$ cat src/design/assert_macros.svh
// Assertion macros shared by the packetiser RTL.
// Synthesis builds see empty bodies; simulation builds get concurrent checks.
`ifndef ASSERT_MACROS_SVH
`define ASSERT_MACROS_SVH
`ifndef SYNTHESIS
`define HRF_ASSERT_IMP(name, clk, rst_n, pre, post) \
    name: assert property (@(posedge clk) disable iff (!rst_n) (pre) |-> (post)) \
        else $error("implication check failed");
`define HRF_ASSERT_NXT(name, clk, rst_n, pre, post) \
    name: assert property (@(posedge clk) disable iff (!rst_n) (pre) |=> (post)) \
        else $error("next-cycle check failed");
`else
`define HRF_ASSERT_IMP(name, clk, rst_n, pre, post)
`define HRF_ASSERT_NXT(name, clk, rst_n, pre, post)
`endif
`endif

$ cat src/design/hrf_pkg.sv
// Types and constants of the H.264 RTP FU-A packetiser.
// No dependencies; used by every module of the block.
`default_nettype none
package hrf_pkg;

    localparam logic [10:0] PAYLOAD_FLOOR = 11'd1100;
    localparam logic [10:0] PAYLOAD_CEIL  = 11'd1400;
    localparam logic [4:0]  FU_A_TYPE     = 5'd28;
    localparam logic [1:0]  RTP_VERSION   = 2'd2;
    localparam logic [1:0]  PREFIX_SINGLE = 2'd1;
    localparam logic [1:0]  PREFIX_FU_A   = 2'd2;

    localparam logic [1:0] REG_MAX_PAYLOAD  = 2'd0;
    localparam logic [1:0] REG_TS_STEP      = 2'd1;
    localparam logic [1:0] REG_RTP_PT       = 2'd2;
    localparam logic [1:0] REG_SSRC_VALUE   = 2'd3;

    localparam logic [10:0] RST_MAX_PAYLOAD  = 11'd1400;
    localparam logic [16:0] RST_TS_STEP      = 17'd3600;
    localparam logic [6:0]  RST_RTP_PT       = 7'd96;
    localparam logic [31:0] RST_SSRC_VALUE   = 32'd44;

    typedef struct packed {
        logic [7:0]  nal_header_byte;
        logic [15:0] nal_length;
    } in_item_t;

    typedef struct packed {
        logic [31:0] rtp_word0;
        logic [31:0] rtp_timestamp;
        logic [31:0] rtp_ssrc;
        logic [15:0] prefix_bytes;
        logic [1:0]  prefix_len;
        logic [15:0] payload_offset;
        logic [10:0] payload_length;
        logic        last_packet;
        logic        error_flag;
    } out_item_t;

    typedef struct packed {
        logic [10:0] payload_size;   // max_payload saturated to the legal range
        logic [16:0] ts_step;
        logic [6:0]  rtp_pt;
        logic [31:0] ssrc_value;
    } cfg_t;

    typedef struct packed {
        logic [16:0] end_offset;
        logic        is_last;
        logic [15:0] offset;
        logic [10:0] length;
    } frag_res_t;

    typedef enum logic {
        ST_IDLE,
        ST_EMIT
    } state_t;

endpackage
`default_nettype wire

$ cat src/design/hrf_cfg_regs.sv
// Configuration register file of the packetiser, with payload size saturation.
// Depends on hrf_pkg.
`default_nettype none
module hrf_cfg_regs (
    input  wire logic         clk,
    input  wire logic         rst_n,
    input  wire logic         cfg_we,
    input  wire logic [1:0]   cfg_index,
    input  wire logic [31:0]  cfg_data,
    output hrf_pkg::cfg_t     cfg
);

    logic [10:0] max_payload_reg;
    logic [16:0] ts_step_reg;
    logic [6:0]  rtp_pt_reg;
    logic [31:0] ssrc_value_reg;

    always_ff @(posedge clk or negedge rst_n)
    begin
        if (!rst_n)
        begin
            max_payload_reg  <= hrf_pkg::RST_MAX_PAYLOAD;
            ts_step_reg      <= hrf_pkg::RST_TS_STEP;
            rtp_pt_reg       <= hrf_pkg::RST_RTP_PT;
            ssrc_value_reg   <= hrf_pkg::RST_SSRC_VALUE;
        end
        else if (cfg_we)
        begin
            case (cfg_index)
                hrf_pkg::REG_MAX_PAYLOAD:  max_payload_reg  <= cfg_data[10:0];
                hrf_pkg::REG_TS_STEP:      ts_step_reg      <= cfg_data[16:0];
                hrf_pkg::REG_RTP_PT:       rtp_pt_reg       <= cfg_data[6:0];
                hrf_pkg::REG_SSRC_VALUE:   ssrc_value_reg   <= cfg_data;
                default: ;
            endcase
        end
    end

    always_comb
    begin
        if (max_payload_reg < hrf_pkg::PAYLOAD_FLOOR)
            cfg.payload_size = hrf_pkg::PAYLOAD_FLOOR;
        else if (max_payload_reg > hrf_pkg::PAYLOAD_CEIL)
            cfg.payload_size = hrf_pkg::PAYLOAD_CEIL;
        else
            cfg.payload_size = max_payload_reg;
        cfg.ts_step      = ts_step_reg;
        cfg.rtp_pt       = rtp_pt_reg;
        cfg.ssrc_value   = ssrc_value_reg;
    end

endmodule
`default_nettype wire

$ cat src/design/hrf_frag_unit.sv
// Shared fragment arithmetic: one add-and-compare and two subtracts per packet.
// Depends on hrf_pkg.
`default_nettype none
module hrf_frag_unit (
    input  wire logic [16:0]   base,
    input  wire logic [10:0]   payload_size,
    input  wire logic [15:0]   nal_length,
    input  wire logic          first,
    output hrf_pkg::frag_res_t res
);

    logic [16:0] end_sum;
    logic [15:0] offset;
    logic [15:0] remain;

    always_comb
    begin
        end_sum = base + {6'd0, payload_size};
        // The first packet skips the header byte, which is never copied.
        offset  = first ? 16'd1 : base[15:0];
        remain  = nal_length - offset;

        res.end_offset = end_sum;
        res.is_last    = (end_sum >= {1'b0, nal_length});
        res.offset     = offset;
        if (res.is_last)
            res.length = remain[10:0];
        else if (first)
            res.length = payload_size - 11'd1;
        else
            res.length = payload_size;
    end

endmodule
`default_nettype wire

$ cat src/design/h264_rtp_fua_packetizer_top.sv
// Start: after the NAL transfer, state_reg enters ST_EMIT and the first descriptor
// is then registered in out_data_reg. Throughput: one descriptor per cycle while
// the output is taken; in_ready stays low until the last packet of a NAL is loaded,
// as the shared fragment add/compare unit steps once per packet.
// Reset: rst_n clears sequence number, timestamp and handshakes at once; the
// configuration registers return to their defaults. No clearing pass.
`default_nettype none
`include "assert_macros.svh"
module h264_rtp_fua_packetizer_top (
    input  wire logic              clk,
    input  wire logic              rst_n,
    input  wire logic              in_valid,
    output      logic              in_ready,
    input  wire hrf_pkg::in_item_t in_data,
    output      logic              out_valid,
    input  wire logic              out_ready,
    output      hrf_pkg::out_item_t out_data,
    input  wire logic              cfg_we,
    input  wire logic [1:0]        cfg_index,
    input  wire logic [31:0]       cfg_data
);

    hrf_pkg::cfg_t      cfg;
    hrf_pkg::frag_res_t frag;
    hrf_pkg::state_t    state_reg, state_next;
    hrf_pkg::out_item_t out_data_reg, out_data_next;

    logic [7:0]  hdr_reg;
    logic [15:0] len_reg;
    logic [16:0] base_reg, base_next;
    logic        first_reg, first_next;
    logic [15:0] seq_reg, seq_next;
    logic [31:0] ts_reg, ts_next;
    logic        out_valid_reg, out_valid_next;
    logic        accept;
    logic        load;
    logic        is_error;
    logic        single;
    logic        done;

    hrf_cfg_regs u_cfg (
        .clk       (clk),
        .rst_n     (rst_n),
        .cfg_we    (cfg_we),
        .cfg_index (cfg_index),
        .cfg_data  (cfg_data),
        .cfg       (cfg)
    );

    hrf_frag_unit u_frag (
        .base         (base_reg),
        .payload_size (cfg.payload_size),
        .nal_length   (len_reg),
        .first        (first_reg),
        .res          (frag)
    );

    assign is_error = (len_reg == 16'd0);
    assign single   = first_reg && frag.is_last;
    assign done     = is_error || frag.is_last;

    // Sequencer outputs.
    always_comb
    begin
        in_ready = (state_reg == hrf_pkg::ST_IDLE);
        load     = (state_reg == hrf_pkg::ST_EMIT) && (!out_valid_reg || out_ready);
        accept   = in_valid && in_ready;
    end

    // Sequencer next state.
    always_comb
    begin
        case (state_reg)
            hrf_pkg::ST_IDLE:
                state_next = in_valid ? hrf_pkg::ST_EMIT : hrf_pkg::ST_IDLE;
            hrf_pkg::ST_EMIT:
                state_next = (load && done) ? hrf_pkg::ST_IDLE : hrf_pkg::ST_EMIT;
            default:
                state_next = hrf_pkg::ST_IDLE;
        endcase
    end

    always_comb
    begin
        base_next      = base_reg;
        first_next     = first_reg;
        seq_next       = seq_reg;
        ts_next        = ts_reg;
        out_valid_next = out_valid_reg && !out_ready;
        out_data_next  = out_data_reg;

        if (accept)
        begin
            ts_next    = ts_reg + {15'd0, cfg.ts_step};
            base_next  = 17'd0;
            first_next = 1'b1;
        end

        if (load)
        begin
            out_valid_next = 1'b1;
            if (is_error)
            begin
                out_data_next             = '0;
                out_data_next.last_packet = 1'b1;
                out_data_next.error_flag  = 1'b1;
            end
            else
            begin
                seq_next   = seq_reg + 16'd1;
                base_next  = frag.end_offset;
                first_next = 1'b0;
                out_data_next.rtp_word0 = {hrf_pkg::RTP_VERSION, 6'd0,
                                           frag.is_last && !single,
                                           cfg.rtp_pt, seq_reg + 16'd1};
                out_data_next.rtp_timestamp = ts_reg;
                out_data_next.rtp_ssrc      = cfg.ssrc_value;
                if (single)
                begin
                    out_data_next.prefix_bytes = {hdr_reg, 8'd0};
                    out_data_next.prefix_len   = hrf_pkg::PREFIX_SINGLE;
                end
                else
                begin
                    out_data_next.prefix_bytes = {hdr_reg[7:5], hrf_pkg::FU_A_TYPE,
                                                  first_reg, frag.is_last, 1'b0,
                                                  hdr_reg[4:0]};
                    out_data_next.prefix_len   = hrf_pkg::PREFIX_FU_A;
                end
                out_data_next.payload_offset = frag.offset;
                out_data_next.payload_length = frag.length;
                out_data_next.last_packet    = frag.is_last;
                out_data_next.error_flag     = 1'b0;
            end
        end
    end

    always_ff @(posedge clk or negedge rst_n)
    begin
        if (!rst_n)
        begin
            state_reg     <= hrf_pkg::ST_IDLE;
            seq_reg       <= 16'd0;
            ts_reg        <= 32'd0;
            out_valid_reg <= 1'b0;
            first_reg     <= 1'b1;
            base_reg      <= 17'd0;
        end
        else
        begin
            state_reg     <= state_next;
            seq_reg       <= seq_next;
            ts_reg        <= ts_next;
            out_valid_reg <= out_valid_next;
            first_reg     <= first_next;
            base_reg      <= base_next;
        end
    end

    always_ff @(posedge clk)
    begin
        if (accept)
        begin
            hdr_reg <= in_data.nal_header_byte;
            len_reg <= in_data.nal_length;
        end
        out_data_reg <= out_data_next;
    end

    assign out_valid = out_valid_reg;
    assign out_data  = out_data_reg;

    `HRF_ASSERT_IMP(a_error_shape, clk, rst_n, out_valid && out_data.error_flag,
        out_data.last_packet && (out_data.prefix_len == 2'd0))
    `HRF_ASSERT_IMP(a_len_bound, clk, rst_n, out_valid && !out_data.error_flag,
        out_data.payload_length <= hrf_pkg::PAYLOAD_CEIL)
    `HRF_ASSERT_NXT(a_busy_after_accept, clk, rst_n, in_valid && in_ready, !in_ready)
    `HRF_ASSERT_NXT(a_seq_steps, clk, rst_n, load && !is_error,
        seq_reg == $past(seq_reg) + 16'd1)

endmodule
`default_nettype wire

$ cat config.mk
export PLATFORM = sky130hd
export DESIGN_NAME = h264_rtp_fua_packetizer_top
export DESIGN_NICKNAME = d
export VERILOG_FILES = /design/src/design/hrf_pkg.sv /design/src/design/hrf_cfg_regs.sv /design/src/design/hrf_frag_unit.sv /design/src/design/h264_rtp_fua_packetizer_top.sv
export VERILOG_INCLUDE_DIRS = /design/src /design/src/design
export SDC_FILE = /design/constraint.sdc
export NUM_CORES = 1
export LEC_CHECK = 0
export ABC_CLOCK_PERIOD_IN_PS = 7800
export BUFFER_PORTS_ARGS = -buffer_cell sky130_fd_sc_hd__buf_2
export CAP_MARGIN = 30
export CORE_MARGIN = 5
export CORE_UTILIZATION = 34
export CTS_CLUSTER_SIZE = 40
export DETAILED_ROUTE_END_ITERATION = 7
export PLACE_DENSITY = 0.49
export SYNTH_ARGS = -nofsm -noshare
export SYNTH_HDL_FRONTEND = slang
export SYNTH_HIERARCHICAL = 1
export SYNTH_SLANG_ARGS = --single-unit
$ cat constraint.sdc
create_clock -name clk -period 7.8 [get_ports clk]
set_input_delay 1.56 -clock clk [delete_from_list [all_inputs] [get_ports clk]]
set_output_delay 1.56 -clock clk [all_outputs]
set_load 0.02 [all_outputs]
# Word-level counts from Yosys, hierarchy flattened
# Index checks and enable logic that the tools add are counted.
dict set report totals {
  reg_bits 302
  output_inout_bits 145
  mem_bits_ro 0
  latchBits 0
  in_bits 63
  memories 0
  wordCells 75
  ram_bits 0
}
dict set report classes {
  order_cmp 3
  div 0
  addsub 5
  n_eq_ne 3
  muxes 17
  bitwise_logic 3
  shifts 0
  multipliers 0
  n_reduce_logical 20
}
# op n
set op_table {}
lappend op_table {{two-way mux 143 bit} 1}
lappend op_table {{two-way mux 17 bit} 3}
lappend op_table {{two-way mux 11 bit} 4}
lappend op_table {{adder 32 x 17 -> 32 bit} 1}
lappend op_table {{adder 17 x 11 -> 17 bit} 1}
lappend op_table {{>= comparator 17 x 16 -> 1 bit} 1}
lappend op_table {{adder 16 x 1 -> 16 bit, second input constant} 1}
lappend op_table {{zero test 16 bit} 1}
lappend op_table {{two-way mux 16 bit} 1}
lappend op_table {{two-way mux 15 bit} 1}
lappend op_table {{> comparator 11 bit, second input constant} 1}
lappend op_table {{less-than comparator 11 bit, second input constant} 1}
lappend op_table {{subtractor 11 x 1 -> 11 bit, second input constant} 1}
lappend op_table {{subtractor 11 bit} 1}
lappend op_table {{AND reduction 2 bit} 5}
lappend op_table {{logical AND 1 bit} 6}
lappend op_table {{two-way mux 1 bit} 6}
lappend op_table {{== test 2 bit, second input constant} 2}
lappend op_table {{OR reduction 2 bit} 2}
lappend op_table {{zero test 1 bit} 3}
lappend op_table {{NOT 1 bit} 3}
lappend op_table {{== test 2 x 1 -> 1 bit, second input constant} 1}
lappend op_table {{zero test 2 bit} 1}
lappend op_table {{logical OR 1 bit} 2}
lappend op_table {{case mux 1 bit (2 select lines)} 1}

# Longest topological paths before layout
dict set report logic_depth {
  depth_word 9
  ltp_mapped 23
}

# By module
# The synthesis kept the hierarchy.
# mod n_inst cells_per_inst area_per_inst_um2 seq_area_each_um2
set by_module_without_submodules {}
lappend by_module_without_submodules {h264_rtp_fua_packetizer_top 1 717 9514.1 6477.5}
lappend by_module_without_submodules {hrf_cfg_regs 1 174 2731.4 1695.4}
lappend by_module_without_submodules {hrf_frag_unit 1 271 1949.4 0.0}

# Worst setup path before layout
# No wires, ideal clock.
dict set report synth_path {
  path_type {in2reg}
  from {input port out_ready}
  to {register out_data_reg (netlist bit out_data[0]), enable pin}
  arrival_ns 4.391
  path_stages 3
  setup_slack_ns 2.920
  setup_time_ns 0.489
  n_path_buf 0
  cell_sequence {nand2b_1 nand2_1 inv_1}
}
dict set report synth_between {
  elab_chain_cells 2
}
# element line_no
set synth_rtl {}
lappend synth_rtl {{start: declaration} h264_rtp_fua_packetizer_top.sv:16} ;# input wire logic out_ready,
lappend synth_rtl {{logical OR 1 bit} h264_rtp_fua_packetizer_top.sv:66} ;# load = (state_reg == hrf_pkg::ST_EMIT) && (!out_valid_reg || out_ready);
lappend synth_rtl {{logical AND 1 bit} h264_rtp_fua_packetizer_top.sv:66}
lappend synth_rtl {{named net load} h264_rtp_fua_packetizer_top.sv:36} ;# logic load;
lappend synth_rtl {{end signal: assignment} h264_rtp_fua_packetizer_top.sv:167} ;# out_data_reg <= out_data_next;
lappend synth_rtl {{end: declaration} h264_rtp_fua_packetizer_top.sv:26} ;# hrf_pkg::out_item_t out_data_reg, out_data_next;
# The timed path passes the listed nets, and every way through them passes these cells.
# A chain may end at the register's enable or synchronous reset.

==> qor.yml <==
outcome: "completed"
ios: 208
cp_data_required_time_ns: 8.08
crit_path_start: "u_cfg/max_payload_reg[8]"
grt_start_max_net_pins: 79
largest_reg_flops: 135
grt_first_pass_wirelength_microns: 55700
p_clk_share_pct: 25.8
ys_async_sr_fraction_pct: 45.9
dr.first_iter.drc_count: 519
r2r-start: "u_cfg/max_payload_reg[8]"
area_growth_pct: 18.9
drive_above_1_share_pct: 26.8
dpl_worst_slack_ns: 2.24
grt-ovfl-total: 0
switching_share_pct: 36.3
synth.ff_latch_count: 294
grt_use_total_pct: 15.1
critPathKind: "flop to flop"
grt_pass1_vias: 9493
cts_tree: "yes"
finalSetupViolCount: 0
viasPerCell: 4.83
worst_slew_pin_slew_ns: 0.951
tns_ns: 0
p_leak_nw: 7.22
fin_nets: 1493
syn_avg_cell_area_sq_um: 12.2
fillCellCount: 3992
drcViolationCount: 0
seq_area_frac_synth_pct: 57.6
synthCells: 1162
synth_area_sq_um: 14200
setup_ws_ns: 2.23
total_power_mw: 6.20
p_per_area_nw_per_um2: 367
cts_htree_levels: 2
utilization_pct: 41.1
finalMaxSlewViolations: 0
ys.flop_type: "edfxtp_1"
diodes: 0
cts_setup_buffers: 0
final-hold-violation-count: 0
port_buffers: 199
ys_warn_count: 6
cts_buffer_depth: 3
min_period_ns: 5.57
start_util_pct: 34.5
ctsResizeCount: 0
ant_nets: 0
die_h_microns: 214
clkTransAtPathRegs_ns: 0.06
cts_buffers: 35
pwr-share-seq_pct: 38.2
end_kind: "flop"
start_kind: "flop"
cts_root_buf: "clkbuf_16"
hpwl_microns: 24400
synth_cell_types: 74
coreArea_sq_um: 41100
cp_max_fo: 16
cts_hold_buf: 0
slew_headroom_pct: 36.3
critPathArrivalTime_ns: 5.85
num_vias: 9320
globalplace.congestion: 0.817
die_x_microns: 214
cap_violations: 0
synth-edff-count: 159
finalCritPeriodShare_pct: 71.4
wire_per_inst_microns: 18.2
routed_wl_microns: 35200
rows: 74
p_sw_mw: 2.25
ir_drop_mv: 0.160
min_from: "ts_reg[31]"
first_pass_iters: 6
rsz0062_at_grt: "no"
combPwrFrac_pct: 36.0
fmax_mhz: 179
intPower_mw: 3.95
clk_latency_ns: 0.55
die_area_sq_um: 45900
antenna_found_initial: 0
holdCritPathClass: "flop to flop"
skew_ns: 0.0238
cts.sinks: 294
layout by cell type, fill, tap and decap left out, drive strengths merged, types with 21 or more instances in the layout:
master and count:
buf 208, edfxtp 159, dfrtp 119, and2 112, nand2 101, mux2 67, ha 56, nor2 55
xnor2 51, clkbuf 49, o21ai 45, inv 45, a21oi 38, xor2 28, and3 25, nand2b 21
stage by stage:
step / hold slack, ns / std cells / cell area [sq um]
finish: 0.464 / 1930 / 16900
global route: 0.481 / 1930 / 16900
CTS: 0.467 / 1929 / 16900
detailed placement: 0.459 / 1865 / 15800
global placement: 0.454 / 1863 / 15700
floorplan: 0.439 / 1169 / 14200
synth_stat cells (all sizes together), types with 4 or more instances:
| master | count | area (sq um) |
|---|---|---|
| clkbuf | 25 | 93.8 |
| a21oi | 38 | 205 |
| nor2 | 55 | 206 |
| nor4 | 7 | 43.8 |
| buf | 18 | 146 |
| xor2 | 28 | 245 |
| nor3 | 15 | 75.1 |
| dfstp | 16 | 420 |
| a2111oi | 4 | 35.0 |
| or2 | 7 | 43.8 |
| o21ai | 45 | 225 |
| and2 | 112 | 701 |
| nand2 | 101 | 379 |
| nor2b | 10 | 62.6 |
| dfrtp | 119 | 2980 |
| o31ai | 9 | 81.3 |
| ha | 56 | 701 |
| a211oi | 7 | 65.1 |
| mux2 | 67 | 754 |
| xnor2 | 51 | 447 |
| a21o | 12 | 93.8 |
| edfxtp | 159 | 4770 |
| and3 | 25 | 156 |
| inv | 42 | 158 |
| o21a | 13 | 97.6 |
| o211ai | 8 | 73.8 |
| or3 | 5 | 31.3 |
| and4 | 5 | 46.3 |
| mux2i | 13 | 130 |
| nand3 | 19 | 100 |
| nand2b | 21 | 131 |
| nand4 | 8 | 65.1 |
area by class of cell:
cell class	instances	area (sq um)	share of cell area, %
timing repair buffer	208	1110	6.60
multi-input combinational	790	5660	33.5
inverter	42	163	0.963
sequential	294	8170	48.4
clock buffer	49	978	5.80
clock inverter	15	133	0.786
tap	532	666	3.94
path summary, 6_finish.rpt:
path                                                 end  slack, ns  depth (start not counted)
worst max-delay path                        out_data[39]       2.23                         18
worst min-delay path                          ts_reg[31]       0.46                          1
worst max register to register              out_data[39]       2.23                         18
worst min register to register                ts_reg[31]       0.46                          1
max in group asynchronous       u_cfg/max_payload_reg[3]       5.47                          3
min in group asynchronous        u_cfg/ssrc_value_reg[7]       1.02                          1
worst max-delay path: stages, from the launching register on:
cell       delay, ns
dfstp_2         0.61
nor3_1          0.09
a21boi_0        0.17
nor3_1          0.58
ha_1            0.37
a21oi_1         0.15
o21ai_0         0.17
o31ai_1         0.36
a21oi_1         0.22
a2111oi_0       0.45
nor3_1          0.14
ha_1            0.21
a2111oi_0       0.36
nand2_1         0.09
o22ai_1         0.24
nand4_4         0.41
nand2_1         0.41
nor2_1          0.10
and2_1          0.17
layer usage:
metal  vias to the layer above  track usage (%)  share of wire [%]  wire length, microns
met5                         -                0                  0                     0
met1                      4550             21.0                 48                 16800
met3                        47             3.33                4.3                  1530
met4                         0             3.63                1.9                   660
li1                       4534                -                  -                     -
met2                       189             24.4                 46                 16200
kinds of logic after synthesis:
| group | Yosys count | synth area share, % |
|---|---|---|
| DFF | 294 | 57.6 |
| AOI/OAI and AO/OA | 161 | 7.97 |
| buffers and inverters | 85 | 2.80 |
| muxes | 80 | 6.23 |
| other | 3 | 0.0793 |
| and+or+nand+nor | 401 | 15.1 |
| adders and majority gates | 59 | 5.36 |
| xor gates and xnor gates | 79 | 4.87 |
power groups by stage:
stage	combinational [mW]	clock, mW	sequential (mW)
CTS	2.26	1.66	2.38
global placement	2.22	0	2.40
finish	2.23	1.60	2.37
detailed placement	2.25	0	2.40
global route	2.49	1.71	2.42
floorplan	1.34	0	2.64
Note: power is estimated with default switching activity, not from simulation.
